$ cat config.mk
export PLATFORM = sky130hd
export DESIGN_NAME = fifo_queue_with_delete
export DESIGN_NICKNAME = d
export VERILOG_FILES = /design/src/hdl/fqd_pkg.sv /design/src/hdl/fqd_ram.sv /design/src/hdl/fifo_queue_with_delete.sv
export SDC_FILE = /design/constraint.sdc
export NUM_CORES = 1
export LEC_CHECK = 0
export ABC_AREA = 1
export BUFFER_PORTS_ARGS = -buffer_cell sky130_fd_sc_hd__buf_4
export CORE_ASPECT_RATIO = 1.2
export CORE_MARGIN = 2
export CORE_UTILIZATION = 50
export CTS_BUF_LIST = sky130_fd_sc_hd__clkbuf_8
export CTS_CLUSTER_DIAMETER = 60
export DETAILED_ROUTE_END_ITERATION = 8
export GPL_ROUTABILITY_DRIVEN = 0
export GPL_TIMING_DRIVEN = 0
export PLACE_DENSITY = 0.75
export SETUP_SLACK_MARGIN = 0.1
export SYNTH_ARGS = -nofsm -noshare
export SYNTH_HDL_FRONTEND = slang
export SYNTH_SLANG_ARGS = --single-unit
$ cat constraint.sdc
create_clock -name clk_i -period 5.9 [get_ports clk_i]
set_input_delay 0.59 -clock clk_i [delete_from_list [all_inputs] [get_ports clk_i]]
set_output_delay 0.59 -clock clk_i [all_outputs]
set_load 0.05 [all_outputs]
$ cat src/hdl/fqd_pkg.sv
package fqd_pkg;

  // Port widths fixed by the item format
  localparam int unsigned ACTION_W = 2;
  localparam int unsigned HANDLE_W = 32;
  localparam int unsigned STATUS_W = 3;
  localparam int unsigned COUNT_W  = 5;

  // Default sizing
  localparam int unsigned SLOTS_DEF       = 16;
  localparam int unsigned HANDLE_BITS_DEF = 32;

  typedef enum logic [ACTION_W-1:0] {
    ACT_ENQ = 2'd0,
    ACT_DEQ = 2'd1,
    ACT_DEL = 2'd2
  } action_e;

  typedef enum logic [STATUS_W-1:0] {
    ST_OK      = 3'd0,
    ST_NULL    = 3'd1,
    ST_EMPTY   = 3'd2,
    ST_FULL    = 3'd3,
    ST_MISSING = 3'd4
  } status_e;

endpackage

$ cat src/hdl/fqd_ram.sv
module fqd_ram #(
  parameter int unsigned WIDTH = 8,
  parameter int unsigned DEPTH = 16
) (
  input  logic                     clk_i,
  input  logic                     we_i,
  input  logic [$clog2(DEPTH)-1:0] waddr_i,
  input  logic [WIDTH-1:0]         wdata_i,
  input  logic                     re_i,
  input  logic [$clog2(DEPTH)-1:0] raddr_i,
  output logic [WIDTH-1:0]         rdata_o
);

  logic [WIDTH-1:0] mem_q [DEPTH];
  logic [WIDTH-1:0] rdata_q;

  always_ff @(posedge clk_i) begin
    if (we_i) begin
      mem_q[waddr_i] <= wdata_i;
    end
    // read data holds while no read is issued
    if (re_i) begin
      rdata_q <= mem_q[raddr_i];
    end
  end

  assign rdata_o = rdata_q;

endmodule

$ cat src/hdl/fifo_queue_with_delete.sv
// FIFO queue of nonzero handles kept as a linked list in a slot store.
// Input channel (in_valid_i/in_ready_o): one beat carries action_i (enqueue,
// dequeue, delete first match) and handle_in_i. Output channel
// (out_valid_o/out_ready_i): one beat per input beat with status_o,
// handle_out_o (dequeued handle, else zero) and count_o (handles queued after
// the operation), in input order.
// Each result passes through S_RESP: a rejected or ignored operation goes
// there directly; enqueue and dequeue read at accept and write back in
// S_ENQ or S_DEQ; a delete walks the list (S_WALK), bypasses a matched node
// at its predecessor (S_LINK, skipped for the head), frees it (S_FREE), and
// a miss ends at the tail. The delete walk reads one node per cycle through
// the registered read port of the handle and link memories. No new beat is
// taken while an operation is still in work; a new beat is accepted in the
// cycle its predecessor's result moves into the output register.
// Stall: the output register holds its beat until taken; one more input beat
// is accepted and worked off, then the block waits with in_ready_o low.
// Reset clears the list (empty queue, no slots used); slot memories are not
// cleared, fresh slots are handed out in order behind a free list.
module fifo_queue_with_delete #(
  parameter int unsigned SLOTS       = fqd_pkg::SLOTS_DEF,
  parameter int unsigned HANDLE_BITS = fqd_pkg::HANDLE_BITS_DEF
) (
  input  logic                          clk_i,
  input  logic                          rst_ni,
  input  logic                          in_valid_i,
  output logic                          in_ready_o,
  input  logic [fqd_pkg::ACTION_W-1:0]  action_i,
  input  logic [fqd_pkg::HANDLE_W-1:0]  handle_in_i,
  output logic                          out_valid_o,
  input  logic                          out_ready_i,
  output logic [fqd_pkg::STATUS_W-1:0]  status_o,
  output logic [fqd_pkg::HANDLE_W-1:0]  handle_out_o,
  output logic [fqd_pkg::COUNT_W-1:0]   count_o
);

  import fqd_pkg::*;

  // stored handle width: only the low HANDLE_BITS of the port are significant
  localparam int unsigned HW = (HANDLE_BITS < HANDLE_W) ? HANDLE_BITS : HANDLE_W;
  localparam int unsigned IW = $clog2(SLOTS);
  localparam int unsigned CW = $clog2(SLOTS + 1);

  typedef enum logic [2:0] {
    S_IDLE,
    S_ENQ,   // write-back of an enqueue
    S_DEQ,   // write-back of a dequeue
    S_WALK,  // delete search, one node per cycle
    S_LINK,  // bypass the deleted node at its predecessor
    S_FREE,  // push the deleted node onto the free list
    S_RESP   // result waits for the output register
  } state_e;

  state_e          state_q;
  logic [IW-1:0]   head_q, tail_q;
  logic [CW-1:0]   count_q;
  // freed slots are chained through the link memory
  logic [IW-1:0]   free_head_q;
  logic [CW-1:0]   free_cnt_q;

  logic [HW-1:0]   op_h_q;
  logic [IW-1:0]   cur_q, prev_q, nxt_q;
  logic [CW-1:0]   idx_q;
  status_e         res_status_q;
  logic [HW-1:0]   res_handle_q;

  logic            out_valid_q;
  status_e         out_status_q;
  logic [HW-1:0]   out_handle_q;
  logic [CW+4:0]   out_count_q;

  // memory ports
  logic            hram_we, hram_re, lram_we, lram_re;
  logic [IW-1:0]   hram_waddr, lram_waddr, mem_raddr;
  logic [HW-1:0]   hram_wdata, hram_rdata;
  logic [IW-1:0]   lram_wdata, lram_rdata;

  logic            accept, out_free, walk_hit, walk_last;
  logic [HW-1:0]   h_in;
  logic [IW-1:0]   alloc_slot;
  state_e          dec_state;
  status_e         dec_status;

  assign out_free   = !out_valid_q || out_ready_i;
  assign in_ready_o = (state_q == S_IDLE) || ((state_q == S_RESP) && out_free);
  assign accept     = in_valid_i && in_ready_o;
  assign h_in       = handle_in_i[HW-1:0];

  // with no freed slot the next fresh one sits at index count (count < SLOTS)
  assign alloc_slot = (free_cnt_q != '0) ? free_head_q : count_q[IW-1:0];

  assign walk_hit  = (hram_rdata == op_h_q);
  assign walk_last = ((idx_q + CW'(1)) == count_q);

  // Decode of an incoming beat: early rejects and the unused action go straight to the result
  always_comb begin
    dec_state  = S_RESP;
    dec_status = ST_OK;
    case (action_i)
      ACT_ENQ: begin
        if (h_in == '0) begin
          dec_status = ST_NULL;
        end else if (count_q == CW'(SLOTS)) begin
          dec_status = ST_FULL;
        end else begin
          dec_state = S_ENQ;
        end
      end
      ACT_DEQ: begin
        if (count_q == '0) begin
          dec_status = ST_EMPTY;
        end else begin
          dec_state = S_DEQ;
        end
      end
      ACT_DEL: begin
        if (h_in == '0) begin
          dec_status = ST_NULL;
        end else if (count_q == '0) begin
          dec_status = ST_EMPTY;
        end else begin
          dec_state = S_WALK;
        end
      end
      default: begin
        dec_status = ST_OK;  // unused action: no effect
      end
    endcase
  end

  // Memory access control. Reads are issued at accept or during the walk,
  // writes only in write-back states, so no cycle reads and writes at once.
  always_comb begin
    hram_we    = 1'b0;
    hram_waddr = cur_q;
    hram_wdata = op_h_q;
    lram_we    = 1'b0;
    lram_waddr = cur_q;
    lram_wdata = free_head_q;
    hram_re    = 1'b0;
    lram_re    = 1'b0;
    mem_raddr  = head_q;
    if (accept) begin
      case (action_i)
        ACT_ENQ: begin
          lram_re   = 1'b1;        // next free slot behind the free head
          mem_raddr = free_head_q;
        end
        ACT_DEQ, ACT_DEL: begin
          hram_re   = 1'b1;
          lram_re   = 1'b1;
          mem_raddr = head_q;
        end
        default: begin
          mem_raddr = head_q;
        end
      endcase
    end else begin
      case (state_q)
        S_ENQ: begin
          hram_we    = 1'b1;
          lram_we    = (count_q != '0);
          lram_waddr = tail_q;
          lram_wdata = cur_q;
        end
        S_DEQ: begin
          lram_we    = 1'b1;
          lram_waddr = head_q;
          lram_wdata = free_head_q;
        end
        S_WALK: begin
          if (!walk_hit && !walk_last) begin
            hram_re   = 1'b1;
            lram_re   = 1'b1;
            mem_raddr = lram_rdata;
          end
        end
        S_LINK: begin
          lram_we    = 1'b1;
          lram_waddr = prev_q;
          lram_wdata = nxt_q;
        end
        S_FREE: begin
          lram_we    = 1'b1;
          lram_waddr = cur_q;
          lram_wdata = free_head_q;
        end
        default: begin
          hram_we = 1'b0;
        end
      endcase
    end
  end

  fqd_ram #(
    .WIDTH (HW),
    .DEPTH (SLOTS)
  ) u_handle_ram (
    .clk_i   (clk_i),
    .we_i    (hram_we),
    .waddr_i (hram_waddr),
    .wdata_i (hram_wdata),
    .re_i    (hram_re),
    .raddr_i (mem_raddr),
    .rdata_o (hram_rdata)
  );

  fqd_ram #(
    .WIDTH (IW),
    .DEPTH (SLOTS)
  ) u_link_ram (
    .clk_i   (clk_i),
    .we_i    (lram_we),
    .waddr_i (lram_waddr),
    .wdata_i (lram_wdata),
    .re_i    (lram_re),
    .raddr_i (mem_raddr),
    .rdata_o (lram_rdata)
  );

  always_ff @(posedge clk_i or negedge rst_ni) begin
    if (!rst_ni) begin
      state_q      <= S_IDLE;
      head_q       <= '0;
      tail_q       <= '0;
      count_q      <= '0;
      free_head_q  <= '0;
      free_cnt_q   <= '0;
      op_h_q       <= '0;
      cur_q        <= '0;
      prev_q       <= '0;
      nxt_q        <= '0;
      idx_q        <= '0;
      res_status_q <= ST_OK;
      res_handle_q <= '0;
      out_valid_q  <= 1'b0;
      out_status_q <= ST_OK;
      out_handle_q <= '0;
      out_count_q  <= '0;
    end else begin
      // count_q already reflects the finished operation here
      if ((state_q == S_RESP) && out_free) begin
        out_valid_q  <= 1'b1;
        out_status_q <= res_status_q;
        out_handle_q <= res_handle_q;
        out_count_q  <= (CW+5)'(count_q);
      end else if (out_valid_q && out_ready_i) begin
        out_valid_q <= 1'b0;
      end

      if (accept) begin
        state_q      <= dec_state;
        res_status_q <= dec_status;
        res_handle_q <= '0;
        op_h_q       <= h_in;
        cur_q        <= (action_i == ACT_ENQ) ? alloc_slot : head_q;
        idx_q        <= '0;
      end else begin
        case (state_q)
          S_ENQ: begin
            if (count_q == '0) begin
              head_q <= cur_q;
            end
            tail_q  <= cur_q;
            count_q <= count_q + CW'(1);
            if (free_cnt_q != '0) begin
              free_head_q <= lram_rdata;
              free_cnt_q  <= free_cnt_q - CW'(1);
            end
            state_q <= S_RESP;
          end
          S_DEQ: begin
            res_handle_q <= hram_rdata;
            if (count_q != CW'(1)) begin
              head_q <= lram_rdata;
            end
            count_q     <= count_q - CW'(1);
            free_head_q <= head_q;
            free_cnt_q  <= free_cnt_q + CW'(1);
            state_q     <= S_RESP;
          end
          S_WALK: begin
            if (walk_hit) begin
              nxt_q <= lram_rdata;
              if (walk_last) begin
                tail_q <= prev_q;
              end
              if (idx_q == '0) begin
                head_q  <= lram_rdata;
                state_q <= S_FREE;
              end else begin
                state_q <= S_LINK;
              end
            end else if (walk_last) begin
              res_status_q <= ST_MISSING;
              state_q      <= S_RESP;
            end else begin
              prev_q <= cur_q;
              cur_q  <= lram_rdata;
              idx_q  <= idx_q + CW'(1);
            end
          end
          S_LINK: begin
            state_q <= S_FREE;
          end
          S_FREE: begin
            free_head_q <= cur_q;
            free_cnt_q  <= free_cnt_q + CW'(1);
            count_q     <= count_q - CW'(1);
            state_q     <= S_RESP;
          end
          S_RESP: begin
            if (out_free) begin
              state_q <= S_IDLE;
            end
          end
          default: begin
            state_q <= S_IDLE;
          end
        endcase
      end
    end
  end

  assign out_valid_o  = out_valid_q;
  assign status_o     = out_status_q;
  assign handle_out_o = HANDLE_W'(out_handle_q);
  assign count_o      = out_count_q[COUNT_W-1:0];

  // queued plus freed slots never exceed the store
  assert property (@(posedge clk_i) disable iff (!rst_ni)
    ((CW+1)'(count_q) + (CW+1)'(free_cnt_q)) <= (CW+1)'(SLOTS))
    else $error("slot accounting exceeds store size");

  // the search never runs past the end of the list
  assert property (@(posedge clk_i) disable iff (!rst_ni)
    (state_q == S_WALK) |-> (idx_q < count_q))
    else $error("delete walk beyond list length");

  // a dequeued slot always holds a nonzero handle
  assert property (@(posedge clk_i) disable iff (!rst_ni)
    (state_q == S_DEQ) |-> (hram_rdata != '0))
    else $error("dequeue read a null handle");

  // a result beat only comes out of the result state
  assert property (@(posedge clk_i) disable iff (!rst_ni)
    $rose(out_valid_q) |-> $past(state_q == S_RESP))
    else $error("output loaded outside result state");

endmodule

==> impl_metrics.ini <==
[synthesis]
synth.avg_cell_area_um2 = 10.53
yosysTopAreaCell = edfxtp_1
async_reset_ff_share_pct = 19.69
yosys.cell_types.count = 43
syn_nets = 3237
synthCells = 3185
yosysSeqAreaShare_pct = 66.01
yosys-top-cells-count = 690 x nand2_1, 667 x nand3_1, 612 x edfxtp_1
yosys_warnings = 0
synth.area.top_cells = edfxtp_1 55%, dfrtp_1 11%, nand3_1 10%
synth_seq_cells = 762
yosys_most_used_dff = edfxtp_1
yosysMostFrequentCell = nand2_1
yosysTopAreaCellShare_pct = 54.82
syn_area_mm2 = 0.03353
synth_edf_count = 612

[floorplan]
pin_count = 80
die_w_um = 240.4
initial_core_util_pct = 50.22
rows = 104
die_area_mm2 = 0.06915
coreArea_mm2 = 0.06675
die_y_um = 287.7

[timing]
period_needed_ns = 4.883
drv_slew = 0
fin_worst_skew_ns = 0.04880
worst_hold_slack_ns = 0.05110
rsz0062_at_grt = false
tightest_slew_ns = 1.440
hold_viol = 0
period_share_pct = 82.76
timing.slew.headroom_pct = 4.031
setup_violations = 0
max_freq_ghz = 0.2048
fin_ws_ns = 1.017

[clock_tree]
cts_buffers = 117
htreeDepth = 3
cts_root_buffer = clkbuf_8
postCtsResizedCells = 0
ctsLongestPathBuffers = 3
clkLatencyLatePin_ns = 0.75
path_clk_slew_ns = 0.07
cts.sinks = 762
cts_tree = yes

[placed_design]
dp_hpwl_um = 68450
post-place-ws_ns = 1.316
dp_cells = 4201
port_buffers = 79
dpl_cell_area_mm2 = 0.03591

[grt]
grt_pass1_wl_um = 145500
gr-usage-met2_pct = 45.38
use_met1_pct = 35.32
busiest_layer = met2
grt-ovfl-total = 0
track_usage_pct = 28.70
grt_max_degree = 99
grtUsageMet3_pct = 5.111
antenna_found_initial = 3
grt_pass1_vias = 24180

[setup_path]
worstSetupPathType = reg2reg
end_kind = register
cp-start-kind = register
cp_data_arrival_time_ns = 5.36
critPathMaxFanout = 18
cp.required_ns = 6.37

[hold_path]
hold_path.class = in2reg

[detailed_routing]
drt_iter0_markers = 3618
routed_wl_um = 98910
drc = 0
vias = 25290
drtPass1Iterations = 8
postRouteAntennaNets = 0
routedWlPerCell_um = 22.40
avgViaCountPerCell = 5.726

[final_layout]
fin_area_mm2 = 0.03819
final_layout_size_suffix_gt1_share_pct = 12.47
stdcell_count = 4416
fillers = 5397
nets = 3473
areaGrowthSynthToFinish_pct = 13.91

[power_and_ir_drop]
p_per_area_mw_per_mm2 = 612.7
ir_drop_mv = 0.2618
p_leak_nw = 16.53

[status]
outcome = complete, no violations

[flow_run]
cap_violations = 0
-- sequential cells by signal, summed over array words and instances, names as in the netlist --
register	cells
u_handle_ram.mem_q	512
u_link_ram.mem_q	64
handle_out_o	32
hram_wdata	32
res_handle_q	32
u_handle_ram.rdata_o	32
count_q	5
free_cnt_q	5
idx_q	5
out_count_q	5
cur_q	4
free_head_q	4
head_q	4
nxt_q	4
prev_q	4
tail_q	4
u_link_ram.rdata_o	4
res_status_q	3
state_q	3
status_o	3
out_valid_o	1
-- cell type report --
type	instances	area, um2	share of cell area (%)
well taps	901	1127	2.952
inverters	487	1831	4.793
multi-input cells	1766	8904	23.32
repair buffers	117	1160	3.037
plain buffers	170	783.3	2.051
clock buffers	134	1844	4.829
flip-flops and latches	762	22130	57.95
clock inverters	77	402.9	1.055
diodes	2	5.005	0.01311
-- final timing paths --
kind / from / end / slack (ns) / cells past startpoint
min in group asynchronous: rst_ni / idx_q[2]$_DFFE_PN0P_ / 0.36 / 2
hold / removal: handle_in_i[11] / hram_wdata[11]$_DFFE_PN0P_ / 0.05 / 3
hold reg to reg: out_count_q[4]$_DFFE_PN0P_ / out_count_q[4]$_DFFE_PN0P_ / 0.49 / 2
max in group asynchronous: rst_ni / res_handle_q[19]$_DFFE_PN0P_ / 4.70 / 3
setup / recovery: hram_wdata[3]$_DFFE_PN0P_ / u_link_ram.rdata_o[0]$_DFFE_PP_ / 1.02 / 14
setup reg to reg: hram_wdata[3]$_DFFE_PN0P_ / u_link_ram.rdata_o[0]$_DFFE_PP_ / 1.02 / 14
-- critical path: stages (launching register included) --
cell      delay, ns
dfrtp_1        0.63
xnor2_1        0.41
nand2_1        0.09
nor2_1         0.36
nand2_1        0.28
nor2_1         0.27
nand2_1        0.10
nand3_1        0.12
buf_4          0.21
nand2_1        0.11
a21oi_4        0.59
clkbuf_1       0.86
nand3_1        0.37
nand3_1        0.16
nand2_1        0.08
-- cells in the final DEF, fill, tap and decap left out, drive strengths merged, types with 3 or more instances in the layout --
cell type	count
inv	531
nand3b	74
mux2	39
nor2	68
nand3	668
dfrtp	150
xor2	8
ha	13
clkbuf	190
a21oi	18
a22oi	32
o2111ai	3
a221oi	3
edfxtp	612
nand2	694
nor3	10
nand4	9
clkinv	30
o22ai	7
nor4	11
xnor2	22
buf	230
o21ai	71
o221ai	7
-- report_power, final --
| part | internal [W] | total (W) | switching, W |
|---|---|---|---|
| clock | 0.00216 | 0.00423 | 0.00207 |
| combinational | 0.00294 | 0.0107 | 0.00777 |
| sequential | 0.00736 | 0.00845 | 0.00109 |
| total | 0.0125 | 0.0234 | 0.0109 |
-- metal layers --
layer,share of wire (%),vias to the layer above
met1,35,11930
met2,46,1741
met5,0.023,-
met4,8.5,4
met3,11,413
li1,-,11190
-- kinds of logic after synthesis --
family	share of synthesized area, %
and+or+nand+nor	20.78
DFF	66.01
buffers and inverters	7.796
AOI/OAI and AO/OA	2.777
muxes	1.310
xor gates and xnor gates	0.7837
adders and majority gates	0.5449
-- repair_timing --
action | 4_1_cts | 5_1_grt
hold buffers | 1 | 0
endpoints found under the hold margin | 52 | 0
buffers inserted | 0 | 0
-- metrics by stage --
step           setup TNS [ns]  power [W]  utilization, %
2_1_floorplan               0    0.01458               -
3_3_place_gp          -139.00    0.01856           52.80
3_5_place_dp                0    0.01887           53.79
4_1_cts                     0    0.02306           57.17
5_1_grt                     0    0.02439           57.20
6_report                    0    0.02340           57.21
Power figures use the tool's default switching activity.
